**src/design/clt_pkg.sv**
```systemverilog
// Shared constants and lookup functions for the circuit language tokenizer.
package clt_pkg;

    localparam int OFFSET_WIDTH_DEF = 32;
    localparam int LENGTH_WIDTH_DEF = 16;
    localparam int NUM_KW = 7;

    localparam logic [5:0] KIND_EOF     = 6'd0;
    localparam logic [5:0] KIND_NUMBER  = 6'd1;
    localparam logic [5:0] KIND_IDENT   = 6'd2;
    localparam logic [5:0] KIND_KW0     = 6'd3;
    localparam logic [5:0] KIND_SYM0    = 6'd10;
    localparam logic [5:0] KIND_OP0     = 6'd36;
    localparam logic [5:0] KIND_DIV     = 6'd44;
    localparam logic [5:0] KIND_UNKNOWN = 6'd45;

    localparam logic [7:0] CH_NUL   = 8'h00;
    localparam logic [7:0] CH_TAB   = 8'h09;
    localparam logic [7:0] CH_LF    = 8'h0A;
    localparam logic [7:0] CH_CR    = 8'h0D;
    localparam logic [7:0] CH_SPACE = 8'h20;
    localparam logic [7:0] CH_SLASH = 8'h2F;
    localparam logic [7:0] CH_EQ    = 8'h3D;
    localparam logic [7:0] CH_STAR  = 8'h2A;

    function automatic logic is_digit(input logic [7:0] c);
        return (c >= 8'h30) && (c <= 8'h39);
    endfunction

    function automatic logic is_alpha(input logic [7:0] c);
        logic [7:0] l;
        l = c | 8'h20;
        return (l >= 8'h61) && (l <= 8'h7A);
    endfunction

    function automatic logic is_space(input logic [7:0] c);
        return (c == CH_SPACE) || (c == CH_LF) || (c == CH_CR) || (c == CH_TAB);
    endfunction

    // keyword lengths: Pi Circuit Channel If All Measure Repeat
    function automatic logic [2:0] kw_len(input logic [2:0] k);
        logic [2:0] r;
        unique case (k)
            3'd0: r = 3'd2;
            3'd1: r = 3'd7;
            3'd2: r = 3'd7;
            3'd3: r = 3'd2;
            3'd4: r = 3'd3;
            3'd5: r = 3'd7;
            3'd6: r = 3'd6;
            default: r = 3'd0;
        endcase
        return r;
    endfunction

    function automatic logic [7:0] kw_char(input logic [2:0] k, input logic [2:0] i);
        logic [63:0] w;
        logic [2:0]  pos;
        unique case (k)
            3'd0: w = 64'("Pi");
            3'd1: w = 64'("Circuit");
            3'd2: w = 64'("Channel");
            3'd3: w = 64'("If");
            3'd4: w = 64'("All");
            3'd5: w = 64'("Measure");
            3'd6: w = 64'("Repeat");
            default: w = '0;
        endcase
        pos = kw_len(k) - 3'd1 - i;
        return w[8*pos +: 8];
    endfunction

    // first character of the pending operators < > = *
    function automatic logic [2:0] op_first(input logic [7:0] c);
        logic [2:0] r;
        unique case (c)
            8'h3C:   r = 3'b100;
            8'h3E:   r = 3'b101;
            CH_EQ:   r = 3'b110;
            CH_STAR: r = 3'b111;
            default: r = 3'b000;
        endcase
        return r;
    endfunction

    function automatic logic [7:0] op_second(input logic [1:0] op);
        return (op == 2'd3) ? CH_STAR : CH_EQ;
    endfunction

    // single symbols; unknown bytes map to KIND_UNKNOWN
    function automatic logic [5:0] sym_kind(input logic [7:0] c);
        logic [5:0] r;
        unique case (c)
            8'h28: r = KIND_SYM0 + 6'd0;
            8'h29: r = KIND_SYM0 + 6'd1;
            8'h5B: r = KIND_SYM0 + 6'd2;
            8'h5D: r = KIND_SYM0 + 6'd3;
            8'h7B: r = KIND_SYM0 + 6'd4;
            8'h7D: r = KIND_SYM0 + 6'd5;
            8'h2C: r = KIND_SYM0 + 6'd6;
            8'h3B: r = KIND_SYM0 + 6'd7;
            8'h25: r = KIND_SYM0 + 6'd8;
            8'h23: r = KIND_SYM0 + 6'd9;
            8'h24: r = KIND_SYM0 + 6'd10;
            8'h26: r = KIND_SYM0 + 6'd11;
            8'h7C: r = KIND_SYM0 + 6'd12;
            8'h5E: r = KIND_SYM0 + 6'd13;
            8'h27: r = KIND_SYM0 + 6'd14;
            8'h22: r = KIND_SYM0 + 6'd15;
            8'h5C: r = KIND_SYM0 + 6'd16;
            8'h60: r = KIND_SYM0 + 6'd17;
            8'h21: r = KIND_SYM0 + 6'd18;
            8'h7E: r = KIND_SYM0 + 6'd19;
            8'h3A: r = KIND_SYM0 + 6'd20;
            8'h3F: r = KIND_SYM0 + 6'd21;
            8'h2E: r = KIND_SYM0 + 6'd22;
            8'h40: r = KIND_SYM0 + 6'd23;
            8'h2B: r = KIND_SYM0 + 6'd24;
            8'h2D: r = KIND_SYM0 + 6'd25;
            default: r = KIND_UNKNOWN;
        endcase
        return r;
    endfunction

endpackage

```
**src/design/circuit_language_tokenizer_top.sv**
```systemverilog
// Streaming tokenizer for a circuit description language, one source byte per transfer.
//
//  channel | direction | handshake          | payload
//  --------+-----------+--------------------+-------------------------------------------------
//  in      | into      | in_valid/in_stall  | char_in, end_of_input
//  out     | out of    | out_valid/out_stall| token_kind, token_start, token_length, last_of_item
//
// One byte is taken per cycle while in_stall is low; the lexer state updates in the cycle of the transfer.
// A byte gives zero, one or two tokens, held in a two-entry result buffer.
// A byte that yields two tokens holds off input while the buffer drains.
// in_stall is high while the buffer cannot take a full byte's results.
// Reset clears lexer state and empties the buffer; no clearing pass.
module circuit_language_tokenizer_top
    import clt_pkg::*;
#(
    parameter int OFFSET_WIDTH = OFFSET_WIDTH_DEF,
    parameter int LENGTH_WIDTH = LENGTH_WIDTH_DEF
)
(
    input  logic                    clk,
    input  logic                    rst_n,
    input  logic                    in_valid,
    output logic                    in_stall,
    input  logic [7:0]              char_in,
    input  logic                    end_of_input,
    output logic                    out_valid,
    input  logic                    out_stall,
    output logic [5:0]              token_kind,
    output logic [OFFSET_WIDTH-1:0] token_start,
    output logic [LENGTH_WIDTH-1:0] token_length,
    output logic                    last_of_item
);

    typedef enum logic [2:0] {
        MODE_IDLE,
        MODE_NUM,
        MODE_IDENT,
        MODE_COMMENT,
        MODE_OP,
        MODE_SLASH
    } mode_t;

    typedef struct packed {
        logic [5:0]              kind;
        logic [OFFSET_WIDTH-1:0] start;
        logic [LENGTH_WIDTH-1:0] length;
        logic                    last;
    } token_t;

    localparam logic [LENGTH_WIDTH-1:0] LEN_MAX = '1;
    localparam logic [LENGTH_WIDTH-1:0] LEN_ONE = LENGTH_WIDTH'(1);
    localparam logic [LENGTH_WIDTH-1:0] LEN_TWO = LENGTH_WIDTH'(2);

    mode_t                   mode_reg, mode_next;
    logic [1:0]              op_reg, op_next;
    logic [OFFSET_WIDTH-1:0] start_reg, start_next;
    logic [LENGTH_WIDTH-1:0] len_reg, len_next;
    logic [OFFSET_WIDTH-1:0] pos_reg, pos_next;
    logic [NUM_KW-1:0]       kw_reg, kw_next;
    logic                    finished_reg, finished_next;

    token_t                  slot0_reg, slot0_next;
    token_t                  slot1_reg, slot1_next;
    logic [1:0]              cnt_reg, cnt_next;

    logic                    accept;
    logic                    pop;
    logic                    valid_a, valid_b;
    token_t                  tok_a, tok_b;
    logic [1:0]              n_new;

    assign pop       = out_valid && !out_stall;
    assign in_stall  = !((cnt_reg == 2'd0) || ((cnt_reg == 2'd1) && pop));
    assign accept    = in_valid && !in_stall;
    assign out_valid = (cnt_reg != 2'd0);

    assign token_kind   = slot0_reg.kind;
    assign token_start  = slot0_reg.start;
    assign token_length = slot0_reg.length;
    assign last_of_item = slot0_reg.last;

    function automatic logic [NUM_KW-1:0] kw_update(input logic [NUM_KW-1:0] flags,
                                                   input logic [LENGTH_WIDTH-1:0] idx,
                                                   input logic [7:0] c);
        logic [NUM_KW-1:0] r;
        r = '0;
        for (int k = 0; k < NUM_KW; k++) begin
            if (flags[k] && (idx < LENGTH_WIDTH'(kw_len(3'(k))))
                && (kw_char(3'(k), idx[2:0]) == c))
            begin
                r[k] = 1'b1;
            end
        end
        return r;
    endfunction

    // lexer step
    always_comb
    begin
        logic       consumed;
        logic       advance;
        logic [2:0] opf;
        logic [5:0] id_kind;

        mode_next     = mode_reg;
        op_next       = op_reg;
        start_next    = start_reg;
        len_next      = len_reg;
        pos_next      = pos_reg;
        kw_next       = kw_reg;
        finished_next = finished_reg;
        valid_a       = 1'b0;
        valid_b       = 1'b0;
        tok_a         = '0;
        tok_b         = '0;
        consumed      = 1'b0;
        advance       = 1'b1;
        opf           = op_first(char_in);

        id_kind = KIND_IDENT;
        for (int k = NUM_KW - 1; k >= 0; k--) begin
            if (kw_reg[k] && (len_reg == LENGTH_WIDTH'(kw_len(3'(k)))))
            begin
                id_kind = KIND_KW0 + 6'(k);
            end
        end

        // flush of the pending token into slot A
        tok_a.start = start_reg;
        unique case (mode_reg)
            MODE_NUM:
            begin
                tok_a.kind   = KIND_NUMBER;
                tok_a.length = len_reg;
            end
            MODE_IDENT:
            begin
                tok_a.kind   = id_kind;
                tok_a.length = len_reg;
            end
            MODE_OP:
            begin
                tok_a.kind   = KIND_OP0 + {3'b000, op_reg, 1'b0};
                tok_a.length = LEN_ONE;
            end
            MODE_SLASH:
            begin
                tok_a.kind   = KIND_DIV;
                tok_a.length = LEN_ONE;
            end
            default:
            begin
                tok_a.kind   = KIND_EOF;
                tok_a.length = '0;
            end
        endcase

        tok_b.kind   = KIND_EOF;
        tok_b.start  = pos_reg;
        tok_b.length = '0;

        if (finished_reg)
        begin
            valid_b = 1'b1;
        end
        else if (end_of_input)
        begin
            valid_a       = (mode_reg == MODE_NUM) || (mode_reg == MODE_IDENT)
                         || (mode_reg == MODE_OP) || (mode_reg == MODE_SLASH);
            valid_b       = 1'b1;
            mode_next     = MODE_IDLE;
            finished_next = 1'b1;
        end
        else
        begin
            unique case (mode_reg)
                MODE_NUM:
                begin
                    if (is_digit(char_in) || (char_in == 8'h65) || (char_in == 8'h2B)
                        || (char_in == 8'h2D) || (char_in == 8'h2E))
                    begin
                        len_next = (len_reg == LEN_MAX) ? LEN_MAX : len_reg + LEN_ONE;
                        consumed = 1'b1;
                    end
                    else
                    begin
                        valid_a   = 1'b1;
                        mode_next = MODE_IDLE;
                    end
                end
                MODE_IDENT:
                begin
                    if (is_alpha(char_in) || is_digit(char_in) || (char_in == 8'h5F))
                    begin
                        kw_next  = kw_update(kw_reg, len_reg, char_in);
                        len_next = (len_reg == LEN_MAX) ? LEN_MAX : len_reg + LEN_ONE;
                        consumed = 1'b1;
                    end
                    else
                    begin
                        valid_a   = 1'b1;
                        mode_next = MODE_IDLE;
                    end
                end
                MODE_COMMENT:
                begin
                    if (char_in == CH_LF)
                    begin
                        mode_next = MODE_IDLE;
                    end
                    consumed = 1'b1;
                end
                MODE_OP:
                begin
                    valid_a   = 1'b1;
                    mode_next = MODE_IDLE;
                    if (char_in == op_second(op_reg))
                    begin
                        tok_a.kind   = KIND_OP0 + {3'b000, op_reg, 1'b1};
                        tok_a.length = LEN_TWO;
                        consumed     = 1'b1;
                    end
                end
                MODE_SLASH:
                begin
                    if (char_in == CH_SLASH)
                    begin
                        mode_next = MODE_COMMENT;
                        consumed  = 1'b1;
                    end
                    else
                    begin
                        valid_a   = 1'b1;
                        mode_next = MODE_IDLE;
                    end
                end
                default:
                begin
                    mode_next = MODE_IDLE;
                end
            endcase

            if (!consumed)
            begin
                tok_b.start  = pos_reg;
                tok_b.length = LEN_ONE;
                priority if (is_space(char_in))
                begin
                end
                else if (char_in == CH_NUL)
                begin
                    valid_b       = 1'b1;
                    tok_b.kind    = KIND_EOF;
                    tok_b.length  = '0;
                    finished_next = 1'b1;
                    advance       = 1'b0;
                end
                else if (char_in == CH_SLASH)
                begin
                    mode_next  = MODE_SLASH;
                    start_next = pos_reg;
                end
                else if (is_digit(char_in))
                begin
                    mode_next  = MODE_NUM;
                    start_next = pos_reg;
                    len_next   = LEN_ONE;
                end
                else if (is_alpha(char_in))
                begin
                    mode_next  = MODE_IDENT;
                    start_next = pos_reg;
                    len_next   = LEN_ONE;
                    kw_next    = kw_update('1, '0, char_in);
                end
                else if (opf[2])
                begin
                    mode_next  = MODE_OP;
                    op_next    = opf[1:0];
                    start_next = pos_reg;
                end
                else
                begin
                    valid_b    = 1'b1;
                    tok_b.kind = sym_kind(char_in);
                end
            end

            if (advance)
            begin
                pos_next = pos_reg + OFFSET_WIDTH'(1);
            end
        end

        tok_a.last = !valid_b;
        tok_b.last = 1'b1;
    end

    // result buffer
    always_comb
    begin
        slot0_next = slot0_reg;
        slot1_next = slot1_reg;
        cnt_next   = cnt_reg;
        n_new      = {1'b0, valid_a} + {1'b0, valid_b};

        if (accept)
        begin
            slot0_next = valid_a ? tok_a : tok_b;
            slot1_next = tok_b;
            cnt_next   = n_new;
        end
        else if (pop)
        begin
            slot0_next = slot1_reg;
            cnt_next   = cnt_reg - 2'd1;
        end
    end

    always_ff @(posedge clk or negedge rst_n)
    begin
        if (!rst_n)
        begin
            mode_reg     <= MODE_IDLE;
            op_reg       <= '0;
            start_reg    <= '0;
            len_reg      <= '0;
            pos_reg      <= '0;
            kw_reg       <= '1;
            finished_reg <= 1'b0;
            cnt_reg      <= 2'd0;
        end
        else
        begin
            if (accept)
            begin
                mode_reg     <= mode_next;
                op_reg       <= op_next;
                start_reg    <= start_next;
                len_reg      <= len_next;
                pos_reg      <= pos_next;
                kw_reg       <= kw_next;
                finished_reg <= finished_next;
            end
            cnt_reg <= cnt_next;
        end
    end

    always_ff @(posedge clk)
    begin
        slot0_reg <= slot0_next;
        slot1_reg <= slot1_next;
    end

    // assertions
    a_cnt_range: assert property (@(posedge clk) disable iff (!rst_n)
        cnt_reg != 2'd3)
        else $error("result buffer count out of range");

    a_pair_order: assert property (@(posedge clk) disable iff (!rst_n)
        (cnt_reg == 2'd2) |-> (!slot0_reg.last && slot1_reg.last))
        else $error("two buffered tokens not ordered as first then last");

    a_finished_sticky: assert property (@(posedge clk) disable iff (!rst_n)
        finished_reg |=> finished_reg)
        else $error("finished flag cleared without reset");

    a_eof_len: assert property (@(posedge clk) disable iff (!rst_n)
        (out_valid && (token_kind == KIND_EOF)) |-> (token_length == '0))
        else $error("eof token with nonzero length");

    a_accept_room: assert property (@(posedge clk) disable iff (!rst_n)
        accept |=> (cnt_reg != 2'd0) || $past(!valid_a && !valid_b))
        else $error("accepted item's tokens lost");

endmodule
```
**config.mk**
```make
export PLATFORM = sky130hd
export DESIGN_NAME = circuit_language_tokenizer_top
export DESIGN_NICKNAME = d
export VERILOG_FILES = /design/src/design/clt_pkg.sv /design/src/design/circuit_language_tokenizer_top.sv
export SDC_FILE = /design/constraint.sdc
export NUM_CORES = 1
export LEC_CHECK = 0
export BUFFER_PORTS_ARGS = -buffer_cell sky130_fd_sc_hd__buf_2
export CAP_MARGIN = 20
export CORE_MARGIN = 5
export CORE_UTILIZATION = 35
export DETAILED_ROUTE_END_ITERATION = 10
export PLACE_DENSITY = 0.51
export SYNTH_ARGS = -nofsm -noshare
export SYNTH_HDL_FRONTEND = slang
export SYNTH_SLANG_ARGS = --single-unit
```
**constraint.sdc**
```tcl
create_clock -name clk -period 5.2 [get_ports clk]
set_clock_uncertainty 0.15 [all_clocks]
set_input_delay 0.52 -clock clk [delete_from_list [all_inputs] [get_ports clk]]
set_output_delay 0.52 -clock clk [all_outputs]
set_load 0.01 [all_outputs]
```
==> flow_summary.yaml, run 1 <==
critical_path:
  ff2ff_path_depth: 8
  critPathMaxFanout: 32
  cp-end-kind: "register"
  worstPathArrival_ns: 3.97
  start_kind: "primary input"
  slowest_stage: "a211oi_1"
  reg2reg_slack_ns: 1.76
  path_cells: "buf_2, inv_1, ha_1, o21bai_1, a211oi_2, a211oi_1, nand4_1, a21oi_4, buf_4, mux2_2"
  cp_slowest_stage_delay_ns: 0.71
  cp.buffers_inverters: 3
  cp_num_cells: 10
  crit_required_ns: 5.36
  path_class: "primary input to register"
  crit_family: "compound AO/OA/AOI/OAI gates"
drt:
  met3WireLength_microns: 838
  route.met2.wl_microns: 12500
  num_vias: 7842
  drt_iter0_drc: 619
  highest_layer: "met4"
  drtPass1Iterations: 5
  ant_nets: 0
  drc_errors: 0
  wl_met1_microns: 11800
  routed_wl_microns: 25500
  vias_per_cell: 5.45
  drt-wirelength-per-cell_microns: 17.8
floorplanning:
  io_pins: 70
  die_h_microns: 181
  die_area_sq_mm: 0.0326
  chipWidth_microns: 181
  placementRows: 62
  coreArea_sq_mm: 0.0287
  start_util_pct: 35.5
synthesis:
  synth_edf_count: 94
  yosysTopAreaCellShare_pct: 27.7
  synth_flop_cell: "edfxtp_1"
  synth_most_common_cell: "nand2_1"
  synthesis.nets: 1043
  synth-seq-cells: 189
  yosys-top-cells-count: "137 x nand2_1, 94 x edfxtp_1, 88 x dfrtp_1, 82 x nor2_1, 42 x clkbuf_1"
  synth_area_leaders: "edfxtp_1 28%, dfrtp_1 22%, nand2_1 5.0%"
  syn_inst: 1011
  async_flop_share_pct: 50.3
  post-synth-top-area-cell: "edfxtp_1"
  yosysSeqAreaShare_pct: 51.1
  syn_area_sq_mm: 0.0102
  syn_area_per_cell_sq_um: 10.1
  synth.distinct_cells: 84
  yosys_warnings: 0
timing:
  setup_viol: 0
  hold_viol_final: 7
  whs_ns: -0.0239
  tightestPinTransition_ns: 0.994
  fin_ws_ns: 1.39
  relSlewSlack_pct: 33.6
  fin_crit_sh_pct: 73.4
  slew_violations: 0
  period_needed_ns: 3.81
  rsz0062_at_grt: "no"
  setup_tns_ns: 0
  max_clock_freq_mhz: 262
grt:
  grt.overflow.total: 0
  antenna_found_initial: 0
  grt_pass1_vias: 7662
  grt_max_degree: 57
  grt_pass1_wl_microns: 42200
  gr-usage-all-layers_pct: 15.7
placed_design:
  place_congestion: 0.921
  dp_hpwl_microns: 17500
  post-place-ws_ns: 1.01
  port_buffers: 69
layout:
  nFillCells: 2852
  ff_latch_area_sq_mm: 0.00521
  largest_register_ffs: 39
  synthToLayoutAreaGrowth_pct: 12.2
  nNetsFinal: 1073
  antenna_cells: 0
  drive_gt1_share_pct: 16.0
  multi_input_area_sq_mm: 0.00458
outcome:
  failed_checks: "hold timing"
  status: "finished, violations left"
clocking:
  cts_root_buf: "clkbuf_16"
  post_cts_buffers: 0
  clock_path_buffers: 2
  numCtsBuffers: 17
  cts_tree: "yes"
  clock_latency_ns: 0.43
  clock_sink_count: 189
  ctsHoldBuffers: 0
  clk_pin_slew_worst_paths_ns: 0.08
  cts_resized: 0
  htree_levels: 4
power:
  finalPower_mw: 4.57
  p_leak_nw: 4.55
  vdd_ir_drop_max_uv: 238
  cellPowerDensity_mw_per_mm2: 400
run:
  maxCapViolations: 0
worst_hold_path:
  min_path_type: "primary input to asynchronous set/reset pin"
[path summary, 6_finish.rpt]
| path | start | end |
|---|---|---|
| min | rst_n | len_reg[14] |
| min reg2reg | start_reg[20] | start_reg[20] |
| max reg2reg | len_reg[0] | len_reg[13] |
| min in group clk | out_stall | cnt_reg[1] |
| max in group asynchronous | rst_n | pos_reg[0] |
| max | char_in[0] | start_reg[24] |
[power by group]
| part | internal, mW | switching (mW) |
|---|---|---|
| Clock | 0.739 | 0.626 |
| Sequential | 1.93 | 0.128 |
| Combinational | 0.387 | 0.762 |
[layout by cell type (no fill, tap or decap), types with 5 or more instances in the layout]
master / n
a211oi_1: 9
a21oi_1: 39
a31oi_1: 39
and2_1: 15
and3_1: 18
buf_2: 68
buf_4: 12
clkbuf_16: 17
dfrtp_1: 88
dfstp_2: 7
edfxtp_1: 94
ha_1: 19
inv_1: 27
inv_8: 5
mux2_1: 10
mux2_2: 26
nand2_1: 137
nand2b_1: 11
nand3_1: 28
nand4_1: 24
nor2_1: 82
nor2b_1: 5
nor3_1: 32
nor4_1: 16
o211ai_1: 6
o21ai_0: 37
o21ai_1: 6
o22ai_1: 7
o31ai_1: 7
or3_1: 7
xnor2_1: 27
xor2_1: 26
[kinds of logic (layout without fill, tap and decap cells)]
group / count (synthesis) / after routing / synth area share (%)
flops: 189 / 189 / 51.1
xor+xnor: 53 / 53 / 4.56
buf+inv: 98 / 141 / 4.05
fa+ha+maj: 19 / 19 / 2.33
simple gates: 408 / 408 / 19.9
mux: 41 / 41 / 4.60
compound gates: 203 / 203 / 13.5
[routing by layer]
layer / vias up / GRT usage (%)
met2: 171 / 26.5
met3: 26 / 2.38
met1: 3879 / 21.3
met4: 0 / 4.11
li1: 3766 / -
met5: - / 0
[final cells by class]
cell class	count	area share, %
multi-input cells	724	40.0
flip-flops and latches	189	45.6
clock inverters	15	1.73
inverters	29	0.963
clock buffers	17	3.72
well taps	384	4.20
repair buffers	80	3.77
[metrics by stage]
| step | area (sq um) | util, % | hold slack [ns] | std cells |
|---|---|---|---|---|
| floorplan | 10200 | - | 0.0744 | 1011 |
| global placement | 10800 | 37.6 | 0.318 | 1406 |
| detailed placement | 10800 | 37.6 | 0.325 | 1406 |
| CTS | 11400 | 39.8 | 0.00953 | 1438 |
| global route | 11400 | 39.8 | 0.0343 | 1438 |
| finish | 11400 | 39.8 | -0.0239 | 1438 |
No activity file was read; power rests on OpenSTA's default activity.
==> inputs of run 2 (changes only) <==
--- a/config.mk
+++ b/config.mk
@@ -5,6 +5,7 @@
 export SDC_FILE = /design/constraint.sdc
 export NUM_CORES = 1
 export LEC_CHECK = 0
+export ABC_AREA = 1
 export BUFFER_PORTS_ARGS = -buffer_cell sky130_fd_sc_hd__buf_2
 export CAP_MARGIN = 20
 export CORE_MARGIN = 5
==> constraint.sdc (replaced) <==
create_clock -name clk -period 3.6 [get_ports clk]
set_clock_uncertainty 0.15 [all_clocks]
set_input_delay 0.36 -clock clk [delete_from_list [all_inputs] [get_ports clk]]
set_output_delay 0.36 -clock clk [all_outputs]
set_load 0.01 [all_outputs]
==> run 2 against run 1 <==
Net effect:
- the run now ends clean
- sequential power is 71% higher
- clock-buffer cell count is 2 higher
- design area is 7.2% higher
- non-clock buffer count is 11 higher
- power is 85% higher
- register-to-register slack worse by 1.1 ns
- core utilization is 0.14 points higher
- area after synthesis is 7.0% higher
- global-route usage is 1.9 points higher
- sequential cell count stayed put
- largest cell class unchanged
- largest power group unchanged
==> flow_summary.yaml, run 2 <==
power:
  power_frac_comb_pct: 36.1
  switching_power_mw: 3.34
  cellPowerDensity_mw_per_mm2: 690
  vdd_ir_drop_max_uv: 345
  p_int_mw: 5.11
  p_clk_share_pct: 22.2
  swShare_pct: 39.6
  p_leak_nw: 5.50
  power_frac_seq_pct: 41.7
synthesis:
  synth_simple_gate_area_share_pct: 33.2
  async_flop_share_pct: 50.3
  syn_inst: 1399
  synth-seq-cells: 189
  syn_area_sq_mm: 0.0109
  synthAdderAreaFrac_pct: 2.18
  syn_area_per_cell_sq_um: 7.79
  yosys-top-cells-count: "524 x nand2_1, 122 x nand3_1, 113 x nor2_1, 94 x edfxtp_1, 94 x inv_1"
  synthXorXnorAreaFrac_pct: 3.30
  yosysTopAreaCellShare_pct: 25.9
  post-synth-top-area-cell: "edfxtp_1"
  yosys-mux-area-fraction_pct: 0
  synth_most_common_cell: "nand2_1"
  yosysSeqAreaShare_pct: 47.8
  synth_area_leaders: "edfxtp_1 26%, dfrtp_1 20%, nand2_1 18%"
  yosys_warnings: 0
  synth_flop_cell: "edfxtp_1"
  synth_edf_count: 94
  synth_top_family_by_area: "simple AND/OR/NAND/NOR gates"
  synthesis.nets: 1431
  synth.distinct_cells: 44
  synth_compound_area_share_pct: 6.92
run:
  maxCapViolations: 0
placed_design:
  dp.cells: 1834
  port_buffers: 69
  dp_hpwl_microns: 21400
  place_congestion: 0.890
clocking:
  cts_resized: 0
  clock_latency_ns: 0.44
  clock_sink_count: 189
  cts_root_buf: "clkbuf_16"
  clock_path_buffers: 2
  clk_pin_slew_worst_paths_ns: 0.07
  numCtsBuffers: 17
  cts_tree: "yes"
  htree_levels: 4
timing:
  slew_violations: 0
  rsz0062_at_grt: "no"
  period_needed_ns: 2.92
  setup_viol: 0
  tightestPinTransition_ns: 0.585
  fin_crit_sh_pct: 81.0
  max_clock_freq_mhz: 343
  relSlewSlack_pct: 61.0
  whs_ns: 0.233
  hold_viol_final: 0
  setup_tns_ns: 0
critical_path:
  ff2ff_path_depth: 15
  r2r_end: "kw_reg[1]"
  critPathMaxFanout: 11
  path_class: "register to register"
  start_kind: "register"
  reg2reg_slack_ns: 0.68
  crit_required_ns: 3.83
  worstPathArrival_ns: 3.15
  cp-end-kind: "register"
  r2r-start: "len_reg[1]"
floorplanning:
  chipWidth_microns: 186
  die_h_microns: 186
  io_pins: 70
  coreArea_sq_mm: 0.0307
  die_area_sq_mm: 0.0348
  start_util_pct: 35.5
  placementRows: 64
grt:
  gr-usage-all-layers_pct: 17.7
  grt_max_degree: 96
  antenna_found_initial: 0
  grt_pass1_wl_microns: 50700
  grt_pass1_vias: 9128
  grt.overflow.total: 0
layout:
  nNetsFinal: 1490
  final_cell_mix: "523 x nand2_1, 122 x nand3_1, 112 x nor2_1"
  synthToLayoutAreaGrowth_pct: 12.5
  nFillCells: 3198
  largest_register_ffs: 39
  final_common_cell: "nand2_1"
  final_cells: 1867
  final_util_pct: 40.0
  antenna_cells: 0
  drive_gt1_share_pct: 11.8
worst_hold_path:
  min_path_type: "primary input to register"
  hp-start: "in_valid"
  holdPathEnd: "slot1_reg[46]"
  hold_path_depth: 3
drt:
  drtPass1Iterations: 5
  drt_iter0_drc: 657
  drt-wirelength-per-cell_microns: 16.4
  vias_per_cell: 5.01
  ant_nets: 0
  num_vias: 9359
  drc_errors: 0
  routed_wl_microns: 30600
outcome:
  status: "finished, final reports clean"
## run 2: metrics by stage
step / cell area, sq um / setup slack (ns) / total power [mW]
2_1_floorplan: 10900 / 0.790 / 5.52
5_1_grt: 12300 / 0.424 / 9.13
6_report: 12300 / 0.684 / 8.45
4_1_cts: 12300 / 0.671 / 8.56
3_5_place_dp: 11700 / 0.300 / 6.64
3_3_place_gp: 11700 / 0.357 / 6.64
## run 2: routing by layer
metal / share of wire [%] / global-route usage (%)
met5: 0 / 0
met2: 44 / 26.6
met1: 50 / 26.5
met4: 0.88 / 3.87
met3: 5.1 / 3.38
## run 2: kinds of logic (layout without fill, tap and decap cells)
logic type      count (synthesis)  count (layout)
simple gates                  860             860
flops                         189             189
buf+inv                       160             232
compound gates                130             130
xor+xnor                       41              41
fa+ha+maj                      19              19
## run 2: timing repair
item / CTS / global route
endpoints found under the setup margin: 0 / 0
hold buffers: 1 / 0
buffers inserted: 0 / 0
hold endpoints to repair: 88 / 0
## run 2: worst max-delay path, stage by stage, from the launching register on
cell     delay, ns
dfrtp_1       0.53
ha_1          0.24
inv_1         0.06
ha_1          0.45
inv_1         0.24
nand3_1       0.13
nand2_1       0.06
nor2_1        0.22
nand3_1       0.10
nor2_1        0.12
nand2_1       0.10
o21ai_0       0.18
nand3_1       0.09
nand2_1       0.07
nand2_1       0.06
nand2_1       0.07
## run 2: worst max path at each step
| stage | end | cells after the start | slack, ns | startpoint |
|---|---|---|---|---|
| floorplan | cnt_reg[0] | 16 | 0.79 | char_in[0] |
| global placement | cnt_reg[0] | 16 | 0.36 | char_in[0] |
| detailed placement | cnt_reg[0] | 16 | 0.30 | char_in[0] |
| CTS | kw_reg[1] | 15 | 0.67 | len_reg[1] |
| global route | kw_reg[1] | 14 | 0.42 | len_reg[2] |
| finish | kw_reg[1] | 15 | 0.68 | len_reg[1] |
## run 2: power by group through the flow
stage	combinational, mW	clock, mW	sequential [mW]
2_1_floorplan	1.92	0	3.60
3_3_place_gp	3.07	0	3.57
3_5_place_dp	3.08	0	3.55
4_1_cts	3.09	1.94	3.53
5_1_grt	3.48	2.04	3.61
6_report	3.05	1.88	3.52
## run 2: area by class of cell
type / count / area, sq um / area share, %
inverter: 109 / 412 / 3.36
multi-input combinational: 1050 / 5000 / 40.8
clock inverter: 13 / 140 / 1.14
clock buffer: 19 / 433 / 3.53
sequential: 189 / 5210 / 42.5
tap: 396 / 495 / 4.04
timing repair buffer: 91 / 566 / 4.61
